File: config.mk
export PLATFORM = sky130hd
export DESIGN_NAME = onewire_slave_rom_layer
export DESIGN_NICKNAME = d
export VERILOG_FILES = /design/src/hdl/owr_pkg.sv /design/src/hdl/owr_in_stage.sv /design/src/hdl/owr_engine.sv /design/src/hdl/owr_out_stage.sv /design/src/hdl/onewire_slave_rom_layer.sv
export SDC_FILE = /design/constraint.sdc
export NUM_CORES = 1
export LEC_CHECK = 0
export BUFFER_PORTS_ARGS = -buffer_cell sky130_fd_sc_hd__buf_2
export CORE_MARGIN = 2
export CORE_UTILIZATION = 45
export CTS_BUF_LIST = sky130_fd_sc_hd__clkbuf_8
export CTS_CLUSTER_SIZE = 12
export DETAILED_ROUTE_END_ITERATION = 8
export PLACE_DENSITY = 0.69
export SYNTH_ARGS = -nofsm -noshare
export SYNTH_HDL_FRONTEND = slang
export SYNTH_SLANG_ARGS = --single-unit
File: constraint.sdc
create_clock -name aclk -period 2.4 [get_ports aclk]
set_input_delay 0.24 -clock aclk [delete_from_list [all_inputs] [get_ports aclk]]
set_output_delay 0.24 -clock aclk [all_outputs]
set_load 0.03 [all_outputs]
File: src/hdl/owr_pkg.sv
`default_nettype none
// ----------------------------------------------------------------------------
// owr_pkg
// Types and constants shared by the 1-Wire slave ROM layer modules.
// ----------------------------------------------------------------------------
package owr_pkg;

    // bus event codes carried in s_tuser
    localparam logic [1:0] EV_RESET  = 2'd0;
    localparam logic [1:0] EV_RX_BIT = 2'd1;
    localparam logic [1:0] EV_READ   = 2'd2;

    // network layer command bytes
    localparam logic [7:0] CMD_READ_ROM   = 8'h33;
    localparam logic [7:0] CMD_SKIP_ROM   = 8'hCC;
    localparam logic [7:0] CMD_MATCH_ROM  = 8'h55;
    localparam logic [7:0] CMD_SEARCH_ROM = 8'hF0;

    // device layer command byte
    localparam logic [7:0] CMD_WRITE_PAD  = 8'h4E;

    // widths of the packed ports
    localparam int unsigned ID_W       = 64;
    localparam int unsigned S_DATA_W   = 8;
    localparam int unsigned M_DATA_W   = 24;

    // link layer state
    typedef enum logic [3:0] {
        LINK_COMMAND   = 4'b0001,
        LINK_SEARCH    = 4'b0010,
        LINK_MATCH     = 4'b0100,
        LINK_ADDRESSED = 4'b1000
    } owr_link_t;

    // device layer mode
    typedef enum logic [1:0] {
        DEV_COMMAND   = 2'b01,
        DEV_PAD_WRITE = 2'b10
    } owr_dev_t;

    // one bus event
    typedef struct packed {
        logic [1:0] cmd;
        logic       rx_bit;
    } owr_item_t;

    // one result
    typedef struct packed {
        logic [1:0] write_slots;
        logic       drive_level;
        logic       pad_write;
        logic [7:0] pad_index;
        logic [7:0] pad_data;
    } owr_result_t;

endpackage : owr_pkg
`default_nettype wire

File: src/hdl/owr_in_stage.sv
`default_nettype none
// ----------------------------------------------------------------------------
// owr_in_stage
// Input register: holds one bus event until the engine consumes it.
// ----------------------------------------------------------------------------
module owr_in_stage
    import owr_pkg::*;
(
    input  wire logic      aclk,
    input  wire logic      aresetn,
    input  wire logic      load,
    input  wire logic      consume,
    input  wire owr_item_t item_in,
    output logic           valid,
    output owr_item_t      item_out
);

    logic      valid_reg, valid_next;
    owr_item_t item_reg;

    // occupancy of the stage
    always_comb begin
        valid_next = valid_reg;
        if (load) begin
            valid_next = 1'b1;
        end else if (consume) begin
            valid_next = 1'b0;
        end
    end

    always_ff @(posedge aclk) begin
        if (!aresetn) begin
            valid_reg <= 1'b0;
        end else begin
            valid_reg <= valid_next;
        end
    end

    // payload, no reset needed
    always_ff @(posedge aclk) begin
        if (load) begin
            item_reg <= item_in;
        end
    end

    assign valid    = valid_reg;
    assign item_out = item_reg;

endmodule : owr_in_stage
`default_nettype wire

File: src/hdl/owr_engine.sv
`default_nettype none
// ----------------------------------------------------------------------------
// owr_engine
// Link and device layer state with the single-pass next-state logic. The
// state moves on when step is high; result is the item's outcome.
// ----------------------------------------------------------------------------
module owr_engine
    import owr_pkg::*;
#(
    parameter int unsigned ROM_BITS = 64
) (
    input  wire logic              aclk,
    input  wire logic              aresetn,
    input  wire logic              cfg_we,
    input  wire logic [ID_W-1:0]   cfg_wdata,
    input  wire logic              step,
    input  wire owr_item_t         item,
    output owr_result_t            result
);

    localparam logic [6:0] RomEnd = 7'(ROM_BITS);

    logic [ID_W-1:0] rom_id_reg;
    owr_link_t       link_reg, link_next;
    owr_dev_t        dev_reg, dev_next;
    logic [5:0]      bit_index_reg, bit_index_next;
    logic [7:0]      shift_reg, shift_next;
    logic            selected_reg, selected_next;
    logic            search_bit_reg, search_bit_next;
    logic [7:0]      pad_ptr_reg, pad_ptr_next;

    logic [5:0]      gather_idx;
    logic [7:0]      gather_byte;
    logic            gather_done;
    logic [6:0]      rom_idx;
    logic            rom_done;
    logic            sel_after;
    logic            id_next_bit;

    // byte gathering and rom bit counting
    always_comb begin
        gather_idx  = bit_index_reg + 6'd1;
        gather_byte = {item.rx_bit, shift_reg[7:1]};
        gather_done = (gather_idx >= 6'd8);
        rom_idx     = {1'b0, bit_index_reg} + 7'd1;
        rom_done    = (rom_idx >= RomEnd);
        id_next_bit = rom_id_reg[rom_idx[5:0]];
    end

    // next state and result
    always_comb begin
        link_next       = link_reg;
        dev_next        = dev_reg;
        bit_index_next  = bit_index_reg;
        shift_next      = shift_reg;
        selected_next   = selected_reg;
        search_bit_next = search_bit_reg;
        pad_ptr_next    = pad_ptr_reg;
        sel_after       = selected_reg;
        result          = '0;
        result.drive_level = 1'b1;

        unique case (item.cmd)
            EV_RESET: begin
                link_next      = LINK_COMMAND;
                dev_next       = DEV_COMMAND;
                bit_index_next = '0;
                shift_next     = '0;
                selected_next  = 1'b0;
                pad_ptr_next   = '0;
            end
            EV_RX_BIT: begin
                unique case (link_reg)
                    LINK_COMMAND: begin
                        shift_next     = gather_byte;
                        bit_index_next = gather_done ? 6'd0 : gather_idx;
                        if (gather_done) begin
                            priority if (gather_byte == CMD_SKIP_ROM) begin
                                link_next = LINK_ADDRESSED;
                            end else if (gather_byte == CMD_MATCH_ROM) begin
                                selected_next = 1'b1;
                                link_next     = LINK_MATCH;
                            end else if (gather_byte == CMD_SEARCH_ROM) begin
                                // first pair offered is id bit 0
                                selected_next   = 1'b1;
                                search_bit_next = rom_id_reg[0];
                                shift_next      = rom_id_reg[0] ? 8'd1 : 8'd2;
                                link_next       = LINK_SEARCH;
                                result.write_slots = 2'd2;
                            end else begin
                                // read rom and unknown bytes: gather again
                                shift_next = gather_byte;
                            end
                        end
                    end
                    LINK_ADDRESSED: begin
                        shift_next     = gather_byte;
                        bit_index_next = gather_done ? 6'd0 : gather_idx;
                        if (gather_done) begin
                            if (dev_reg == DEV_PAD_WRITE) begin
                                result.pad_write = 1'b1;
                                result.pad_index = pad_ptr_reg;
                                result.pad_data  = gather_byte;
                                pad_ptr_next     = pad_ptr_reg + 8'd1;
                            end else if (gather_byte == CMD_WRITE_PAD) begin
                                dev_next = DEV_PAD_WRITE;
                            end
                        end
                    end
                    LINK_MATCH: begin
                        sel_after      = selected_reg &
                                         (rom_id_reg[bit_index_reg] == item.rx_bit);
                        selected_next  = sel_after;
                        bit_index_next = rom_done ? 6'd0 : rom_idx[5:0];
                        if (rom_done) begin
                            link_next = sel_after ? LINK_ADDRESSED : LINK_COMMAND;
                        end
                    end
                    default: begin
                        // search: compare the master's direction bit
                        sel_after      = selected_reg & (search_bit_reg == item.rx_bit);
                        selected_next  = sel_after;
                        bit_index_next = rom_done ? 6'd0 : rom_idx[5:0];
                        if (rom_done) begin
                            link_next = sel_after ? LINK_ADDRESSED : LINK_COMMAND;
                        end else begin
                            result.write_slots = 2'd2;
                            if (sel_after) begin
                                search_bit_next = id_next_bit;
                                shift_next      = id_next_bit ? 8'd1 : 8'd2;
                            end else begin
                                // deselected: release the line for both slots
                                shift_next = 8'd3;
                            end
                        end
                    end
                endcase
            end
            EV_READ: begin
                if (link_reg == LINK_ADDRESSED) begin
                    result.drive_level = 1'b0;
                end else begin
                    result.drive_level = shift_reg[0];
                    shift_next         = {1'b0, shift_reg[7:1]};
                end
            end
            default: begin
                // unused event code: idle result
            end
        endcase
    end

    // identity register
    always_ff @(posedge aclk) begin
        if (!aresetn) begin
            rom_id_reg <= '0;
        end else if (cfg_we) begin
            rom_id_reg <= cfg_wdata;
        end
    end

    // layer state
    always_ff @(posedge aclk) begin
        if (!aresetn) begin
            link_reg       <= LINK_COMMAND;
            dev_reg        <= DEV_COMMAND;
            bit_index_reg  <= '0;
            shift_reg      <= '0;
            selected_reg   <= 1'b0;
            search_bit_reg <= 1'b0;
            pad_ptr_reg    <= '0;
        end else if (step) begin
            link_reg       <= link_next;
            dev_reg        <= dev_next;
            bit_index_reg  <= bit_index_next;
            shift_reg      <= shift_next;
            selected_reg   <= selected_next;
            search_bit_reg <= search_bit_next;
            pad_ptr_reg    <= pad_ptr_next;
        end
    end

endmodule : owr_engine
`default_nettype wire

File: src/hdl/owr_out_stage.sv
`default_nettype none
// ----------------------------------------------------------------------------
// owr_out_stage
// Result register: holds one result until the receiver takes it.
// ----------------------------------------------------------------------------
module owr_out_stage
    import owr_pkg::*;
(
    input  wire logic        aclk,
    input  wire logic        aresetn,
    input  wire logic        load,
    input  wire logic        taken,
    input  wire owr_result_t result_in,
    output logic             valid,
    output owr_result_t      result_out
);

    logic        valid_reg, valid_next;
    owr_result_t result_reg;

    // occupancy of the stage
    always_comb begin
        valid_next = valid_reg;
        if (load) begin
            valid_next = 1'b1;
        end else if (taken) begin
            valid_next = 1'b0;
        end
    end

    always_ff @(posedge aclk) begin
        if (!aresetn) begin
            valid_reg <= 1'b0;
        end else begin
            valid_reg <= valid_next;
        end
    end

    // payload, no reset needed
    always_ff @(posedge aclk) begin
        if (load) begin
            result_reg <= result_in;
        end
    end

    assign valid      = valid_reg;
    assign result_out = result_reg;

endmodule : owr_out_stage
`default_nettype wire

File: src/hdl/onewire_slave_rom_layer.sv
`default_nettype none
// ----------------------------------------------------------------------------
// onewire_slave_rom_layer
// Network (ROM) layer of a 1-Wire slave with a small scratchpad device layer.
//
// Input channel s_*: one bus event per item (bus reset, received bit or
// master read slot); s_tuser carries the event code, s_tdata[0] the bit.
// Output channel m_*: exactly one result per event: read slots to drive next,
// line level for a read slot, and an optional scratchpad byte write.
// cfg_we/cfg_wdata load the 64-bit ROM identity; write only while idle.
//
// m_tvalid rises after the item is accepted: the accepting edge loads the
// input register, and a later step applies the state update and loads the
// result register. Throughput is one item per cycle while the receiver
// takes each result; a stall on m_tready holds the flow.
// When the receiver stalls, the result register holds and the input register
// still takes one more item; s_tready falls only once both are full.
// Reset (aresetn low, synchronous) empties both registers, clears the
// identity and puts the link and device layers in command mode.
// ----------------------------------------------------------------------------
module onewire_slave_rom_layer
    import owr_pkg::*;
#(
    parameter int unsigned ROM_BITS = 64
) (
    input  wire logic                  aclk,
    input  wire logic                  aresetn,
    // configuration
    input  wire logic                  cfg_we,
    input  wire logic [ID_W-1:0]       cfg_wdata,
    // input items
    input  wire logic                  s_tvalid,
    output logic                       s_tready,
    input  wire logic [S_DATA_W-1:0]   s_tdata,   // [0] rx_bit, [7:1] zero
    input  wire logic [1:0]            s_tuser,   // [1:0] cmd
    // result items
    output logic                       m_tvalid,
    input  wire logic                  m_tready,
    output logic [M_DATA_W-1:0]        m_tdata,   // [1:0] write_slots, [2] drive_level,
                                                  // [10:3] pad_index, [18:11] pad_data,
                                                  // [23:19] zero
    output logic [0:0]                 m_tuser    // [0] pad_write
);

    logic        in_valid;
    logic        out_valid;
    logic        step;
    logic        s_accept;
    owr_item_t   s_item;
    owr_item_t   cur_item;
    owr_result_t cur_result;
    owr_result_t out_result;

    // pipeline handshake
    assign step     = in_valid & (~out_valid | m_tready);
    assign s_tready = ~in_valid | step;
    assign s_accept = s_tvalid & s_tready;

    assign s_item.cmd    = s_tuser;
    assign s_item.rx_bit = s_tdata[0];

    owr_in_stage u_in (
        .aclk     (aclk),
        .aresetn  (aresetn),
        .load     (s_accept),
        .consume  (step),
        .item_in  (s_item),
        .valid    (in_valid),
        .item_out (cur_item)
    );

    owr_engine #(
        .ROM_BITS (ROM_BITS)
    ) u_engine (
        .aclk      (aclk),
        .aresetn   (aresetn),
        .cfg_we    (cfg_we),
        .cfg_wdata (cfg_wdata),
        .step      (step),
        .item      (cur_item),
        .result    (cur_result)
    );

    owr_out_stage u_out (
        .aclk       (aclk),
        .aresetn    (aresetn),
        .load       (step),
        .taken      (m_tready),
        .result_in  (cur_result),
        .valid      (out_valid),
        .result_out (out_result)
    );

    // result packing
    assign m_tvalid   = out_valid;
    assign m_tdata    = {5'd0, out_result.pad_data, out_result.pad_index,
                         out_result.drive_level, out_result.write_slots};
    assign m_tuser[0] = out_result.pad_write;

`ifndef SYNTHESIS
    // a stalled input side means both registers are occupied
    a_stall_full: assert property (@(posedge aclk) disable iff (!aresetn)
        !s_tready |-> (in_valid && out_valid))
        else $error("s_tready low with a free stage");

    // a new result only appears after the engine stepped
    a_result_from_step: assert property (@(posedge aclk) disable iff (!aresetn)
        $rose(m_tvalid) |-> $past(step))
        else $error("result appeared without a step");

    // a scratchpad write never drives slots or the line
    a_pad_write_idle: assert property (@(posedge aclk) disable iff (!aresetn)
        (m_tvalid && m_tuser[0]) |-> (m_tdata[1:0] == 2'd0 && m_tdata[2]))
        else $error("pad write combined with slot or line activity");

    // a result held by the receiver is not overwritten
    a_no_overwrite: assert property (@(posedge aclk) disable iff (!aresetn)
        (out_valid && !m_tready) |-> !step)
        else $error("result register overwritten while stalled");
`endif

endmodule : onewire_slave_rom_layer
`default_nettype wire

==> summary.md, run 1 <==
| Metric | Value |
|---|---|
| Antenna violations before repair | 0 |
| H-tree depth | 4 |
| GRT Util Overall | 0.213 |
| Max FFs per register | 64 |
| CORE AREA | 0.0137 mm² |
| First-pass GRT wire length | 25.0 mm |
| Min-Delay Endpoint | u_engine.rom_id_reg[12] |
| Vias in the first global route | 5172 |
| Cell Int Power | 3380 µW |
| Worst Path Arrival | 2.72 ns |
| Critical path capture point type | register |
| Post-Syn Area per Cell | 10.1 µm² |
| Mapped Cells | about 620 |
| Cell Area, Synth | roughly 0.0063 mm² |
| ANT cells | 0 |
| DR WL/cell | between 15 and 20 µm |
| Non-filler cells, final | 959 |
| Num CTS Buffers | 17 |
| Max Cap Violations | 0 |
| Sw Ratio | 0.264 |
| YS warnings | 0 |
| WL final | 15.2 mm |
| Period utilisation layout | 0.986 |
| Num rows | 43 |
| Share of synthesized registers carrying an async set or reset | 0 |
| Clk_skew | 0.0115 ns |
| Vias | between 5k and 6k |
| Crit path kind | register to register |
| Number of synthesized register bits | 118 |
| Min-delay worst type | input port to register |
| Later-pin clock latency in the skew report | 0.45 ns |
| Psw | 1210 µW |
| Vias per inst | around 5.5 |
| Post-synth top area cell | dfxtp_1 |
| Slew headroom | 0.592 |
| DP HPWL | 11.0 mm |
| Slew Limit Fails | 0 |
| DIE AREA | 0.0149 mm² |
| Cells on worst reg2reg path | 8 |
| Die H | 122 µm |
| Final Cell Area | about 0.0080 mm² |
| Startpoint types | register |
| Worst Hold Path Cells | 3 |
| Hold Fails Final Rpt | 0 |
| DRT Pass-1 Iters | 5 |
| Top cells by area, synth | dfxtp_1, mux2i_1, edfxtp_1 |
| Root Buffer | clkbuf_8 |
| Post-synth EDFFs | 22 |
| Grt total ovfl | 0 |
| Max Root-Sink Buffers | 2 |
| Peak supply drop | 0.511 mV |
| Nets@finish | 852 |
| PwrDens | 571 mW/mm² |
| Seq pwr share | 0.472 |
| Yosys cell types | 71 |
| Worst r2r dst | u_engine.shift_reg[0] |
| Crit-path max FO | 6 |
| Place WS | -0.101 ns |
| # IOs | approximately 110 |
| Initial Util | 0.457 |
| Crit path time final | 2.37 ns |
| Clock power share | 0.414 |
| I/O Buffers | 92 |
| Worst-Margin Slew | 0.611 ns |
| Largest net degree at the start of global routing | 40 |
| Top-count cell post-synth | nor2_1 |
| Synth top cells by count | nor2_1, dfxtp_1, mux2i_1 |
| Reg2reg setup slack | 0.03 ns |
| WHS | 0.0204 ns |
| Min-Delay Startpoint | cfg_wdata[12] |
| DP Area | ~0.0072 mm² |
| Sequential share of the synthesized area | 0.412 |
| Top cell type's share of synthesized area | 0.307 |
| RR Startpoint | u_engine.bit_index_reg[0] |
| Placed insts | roughly 900 |
| RSZ-0062 raised after global routing | yes |
| Logic pwr share | 0.114 |
| Fraction of layout cells with a size suffix above 1 | 0.329 |
| Die W | 122 µm |
| Ys flop type | dfxtp_1 |
| Initial DRC Count | 366 |
| Status | completed |
| Reg clk slew, reported paths | 0.08 ns |
| Remaining antenna violation count after routing | 0 |
| Required @ worst endpoint | 2.75 ns |
| # setup viols final | 0 |
| Final WS setup | ~0.033 ns |
| Synthesis-to-finish area growth | 28.4% |
| Drt drc | 0 |
| Leakage | between 0.003 and 0.004 µW |
| Clk sinks | 118 |
| Maximum clock rate | roughly 420 MHz |
| Clock tree from TritonCTS | yes |
| Gpl congestion | around 0.90 |
## worst max-delay path by stage
stage | from | endpoint | slack (ns) | cells after the start
after global routing | u_engine.bit_index_reg[0] | u_engine.link_reg[0] | -0.07 | 8
after global placement | u_engine.bit_index_reg[1] | u_engine.shift_reg[0] | -0.06 | 9
after detailed placement | u_engine.bit_index_reg[1] | u_engine.shift_reg[0] | -0.10 | 9
after floorplan | u_out.valid | u_engine.link_reg[0] | 0.02 | 7
final | u_engine.bit_index_reg[0] | u_engine.shift_reg[0] | 0.03 | 8
after CTS | u_engine.bit_index_reg[0] | u_engine.shift_reg[1] | -0.04 | 10
## kinds of logic (layout without fill, tap and decap cells)
logic type,after synthesis,after routing,share of synthesized area
adder cells (fa/ha/maj),7,7,0.0140
multiplexers,113,113,0.229
AND/OR/NAND/NOR,233,233,0.184
other,1,6,0.000598
buffers and inverters,52,203,0.0423
flip-flops,118,118,0.412
XOR/XNOR,13,13,0.0194
AO/OA/AOI/OAI,86,86,0.0984
## routing by layer
layer | track usage | up-vias | share of wire
met5 | 0 | - | 0
met4 | 0.0812 | 0 | 0.020
met3 | 0.0548 | 24 | 0.047
met2 | 0.358 | 131 | 0.50
met1 | 0.262 | 2527 | 0.43
li1 | - | 2551 | -
## power groups by stage
stage               Sequential [µW]  Combinational [µW]  Clock [µW]
finish                         2170                 524        1900
global route                   2180                 571        2020
CTS                            2170                 501        1930
detailed placement             2210                 487           0
global placement               2200                 472           0
floorplan                      2220                 307           0
## worst max-delay path, cell delays in order, from the launching register on
cell and delay (ns):
dfxtp_4 0.39, ha_4 0.31, buf_12 0.13, buf_6 0.09, mux4_2 0.49, o211a_1 0.26
o311ai_4 0.28, nand3_1 0.12, a22o_1 0.19
## cells in the final DEF (no fill, tap or decap), types with 4 or more instances in the layout
cell type	Yosys	routed
xor2_1	8	8
buf_4	11	54
mux4_2	24	24
a21oi_1	24	22
clkbuf_8	0	17
nand4_1	9	9
nand3_1	15	14
clkinv_4	0	5
nand2b_1	6	5
and2_1	20	20
dlygate4sd3_1	0	7
inv_1	4	4
a21oi_2	2	4
nor2_1	100	100
edfxtp_1	22	22
ha_1	7	5
mux2i_1	87	84
o21ai_0	11	9
nor3_1	5	5
conb_1	1	6
nand2_1	37	37
a22oi_1	7	7
nor2b_1	10	10
buf_2	5	91
dfxtp_1	96	92
buf_12	0	9
## area by class of cell
cell class	instances	area (µm²)
Sequential cell	118	2590
Timing Repair Buffer	166	1180
Fill cell	1140	5670
Clock inverter	15	180
Multi-Input combinational cell	458	3620
Inverter	5	20.0
Tap cell	180	225
Clock buffer	17	234
## stage by stage
step	util	setup TNS (ns)	power, µW
global placement	0.527	-0.110	2680
global route	0.586	-0.213	4770
detailed placement	0.527	-0.412	2700
floorplan	-	0	2530
CTS	0.564	-0.0692	4600
finish	0.586	0	4590
## repair_timing
item / 4_1_cts / 5_1_grt
hold buffers: 7 / 0
gates resized for setup: 10 / 36
pin swaps: 4 / 17
hold endpoints to repair: 7 / 0
gates cloned: 0 / 1
buffers inserted: 0 / 12
setup endpoints to repair: 11 / 18
Power figures use the tool's default switching activity.
==> run 2: changes to the inputs <==
--- a/config.mk
+++ b/config.mk
@@ -11,7 +11,8 @@
 export CTS_BUF_LIST = sky130_fd_sc_hd__clkbuf_8
 export CTS_CLUSTER_SIZE = 12
 export DETAILED_ROUTE_END_ITERATION = 8
-export PLACE_DENSITY = 0.69
+export HOLD_SLACK_MARGIN = 0.03
+export PLACE_DENSITY = 0.66
 export SYNTH_ARGS = -nofsm -noshare
 export SYNTH_HDL_FRONTEND = slang
 export SYNTH_SLANG_ARGS = --single-unit
==> constraint.sdc (replaced) <==
create_clock -name aclk -period 2.8 [get_ports aclk]
set_input_delay 0.42 -clock aclk [delete_from_list [all_inputs] [get_ports aclk]]
set_output_delay 0.42 -clock aclk [all_outputs]
set_load 0.03 [all_outputs]
==> run 2 against run 1 <==
Net effect: critical path depth rose by 1; count of clock-buffer cells in the layout unchanged; first-iteration DRC count is 20% lower; sequential share of layout area increased by 2.6 points; sequential cell count unchanged; die area did not move; sequential power shrank 14%; critical path type unchanged; worst setup slack gained 0.19 ns; power is 13% lower; via count fell by 5.0%; routed wire length decreased by 3.1%.
==> summary.md, run 2 (same netlist as run 1, synthesis figures left out) <==
| Metric | Value |
|---|---|
| Leakage | 0.00298 µW |
| Initial Util | 0.457 |
| Min-delay worst type | input port to register |
| Logic pwr share | 0.102 |
| Later-pin clock latency in the skew report | 0.45 ns |
| GRT Util Overall | 0.211 |
| Antenna violations before repair | 0 |
| Post-CTS Setup Repair Bufs | 0 |
| Vias per inst | 5.45 |
| Maximum clock rate | 388 MHz |
| Crit path kind | register to register |
| Startpoint types | register |
| Largest net degree at the start of global routing | between 50 and 60 |
| Fillers | 1254 |
| Crit-path max FO | 8 |
| DP Area | 0.00698 mm² |
| First-pass GRT wire length | 24.6 mm |
| DR WL/cell | 16.2 µm |
| Crit path largest cell delay | ~0.45 ns |
| Worst-Margin Slew | 1.02 ns |
| Reg2reg setup slack | 0.22 ns |
| # setup viols final | 0 |
| Critical path capture point type | register |
| Clock power share | 0.434 |
| DP HPWL | 10.6 mm |
| RR Startpoint | u_engine.bit_index_reg[0] |
| Sw Ratio | 0.260 |
| Slowest-stage cell, CP | or4_1 |
| Min-Delay Endpoint | u_in.item_out[2] |
| Required @ worst endpoint | ~3.2 ns |
| Worst Hold Path Cells | 1 |
| Remaining antenna violation count after routing | 0 |
| Cells on worst reg2reg path | 9 |
| Synthesis-to-finish area growth | 18.5% |
| Hold Fails Final Rpt | 0 |
| Peak supply drop | 0.340 mV |
| Clk sinks | 118 |
| Cell Int Power | 2960 µW |
| Vias in the first global route | 4941 |
| Final Cell Area | 0.00743 mm² |
| CP dominant cell by count | a21oi_1 |
| Gpl congestion | roughly 0.89 |
| CP top delay family | compound AO/OA/AOI/OAI gates |
| Post_cts resized | 0 |
| Min-Delay Startpoint | s_tuser[1] |
| Root Buffer | clkbuf_8 |
| Seq pwr share | 0.465 |
| CP bufs+invs | 1 |
| DIE AREA | 0.0149 mm² |
| Most common cell after layout, fill and taps aside | nor2_1 |
| CP Depth | 9 |
| Worst r2r dst | u_engine.search_bit_reg |
| Slew Limit Fails | 0 |
| Most frequent cells in the layout | nor2_1, dfxtp_1, buf_2, mux2i_1, nand2_1 |
| Drt drc | 0 |
| Initial DRC Count | 292 |
| RSZ-0062 raised after global routing | no |
| Setup TNS | 0 ns |
| Vias | 4973 |
| PwrDens | 538 mW/mm² |
| Num CTS Buffers | 17 |
| ANT cells | 0 |
| Num rows | 43 |
| H-tree depth | 4 |
| Reg clk slew, reported paths | 0.08 ns |
| Period utilisation layout | 0.921 |
| Clock tree from TritonCTS | yes |
| WL final | roughly 15 mm |
| Slew headroom | 0.322 |
| Die W | ~120 µm |
| Max FFs per register | 64 |
| CORE AREA | 0.0137 mm² |
| Hold_buf cts | 0 |
| DRT Pass-1 Iters | 4 |
| Die H | 122 µm |
| Max Cap Violations | 0 |
| Status | completed |
| Fraction of layout cells with a size suffix above 1 | 0.262 |
| I/O Buffers | 92 |
| Crit path time final | 2.58 ns |
| Max Root-Sink Buffers | 2 |
| Grt total ovfl | 0 |
| Nets@finish | roughly 800 |
| Worst Path Arrival | 2.95 ns |
| # IOs | 106 |
| CP cell instances | ha_1, buf_4, nand2b_1, mux2i_1, a211oi_2, a21oi_1, or4_1, a311o_1, a21oi_1 |
| Clk_skew | between 0.009 and 0.01 ns |
| Psw | 1040 µW |
## run 2: cell count changes in the layout (fill, tap and decap cells not counted), sizes merged
cell	delta
dlygate4sd3	-7
inv	-1
clkinvlp	-1
clkbuf	-2
bufinv	+1
clkinv	+1
buf	-37
## run 2: per-stage QoR
step / utilization / setup WS, ns / hold slack [ns] / power, µW / std cells
after floorplan: - / 0.140 / 0.449 / 2170 / 628
after global placement: 0.509 / 0.248 / 0.457 / 2290 / 881
after detailed placement: 0.509 / 0.168 / 0.465 / 2300 / 881
after CTS: 0.541 / 0.135 / 0.122 / 4020 / 913
after global routing: 0.541 / 0.0237 / 0.124 / 4140 / 913
final: 0.541 / 0.221 / 0.142 / 4000 / 913
## run 2: worst max-delay path by stage
stage	from	endpoint	slack, ns
2_1_floorplan	u_out.valid	u_engine.link_reg[0]	0.14
3_3_place_gp	u_engine.bit_index_reg[0]	u_engine.shift_reg[0]	0.25
3_5_place_dp	u_engine.bit_index_reg[0]	u_engine.pad_ptr_reg[3]	0.17
4_1_cts	u_engine.bit_index_reg[0]	u_engine.pad_ptr_reg[3]	0.14
5_1_grt	u_engine.bit_index_reg[0]	u_engine.search_bit_reg	0.02
6_report	u_engine.bit_index_reg[0]	u_engine.search_bit_reg	0.22
## run 2: worst register-to-register path, stage by stage (launching register included)
cell	delay [ns]
dfxtp_2	0.41
ha_1	0.23
buf_4	0.17
nand2b_1	0.11
mux2i_1	0.21
a211oi_2	0.38
a21oi_1	0.11
or4_1	0.45
a311o_1	0.33
a21oi_1	0.11
## run 2: layout make-up
type,instances,area [µm²],share of cell area
clock buffer,17,234,0.0315
timing repair buffer,120,711,0.0957
inverter,5,18.8,0.00253
clock inverter,15,204,0.0275
multi-input combinational,458,3450,0.465
tap,180,225,0.0303
sequential,118,2580,0.348
## run 2: metal layers
metal  share of wire  global-route usage  vias up
met1            0.44               0.268     2401
met3           0.042              0.0506       22
met4           0.022              0.0884        0
met5               0                   0        -
met2            0.49               0.343      110
li1                -                   -     2440
## run 2: power groups by stage
| stage | Combinational, µW | Clock (µW) | Sequential [µW] |
|---|---|---|---|
| global route | 445 | 1830 | 1870 |
| CTS | 409 | 1750 | 1860 |
| global placement | 398 | 0 | 1890 |
| detailed placement | 407 | 0 | 1900 |
| finish | 406 | 1730 | 1860 |
| floorplan | 262 | 0 | 1900 |
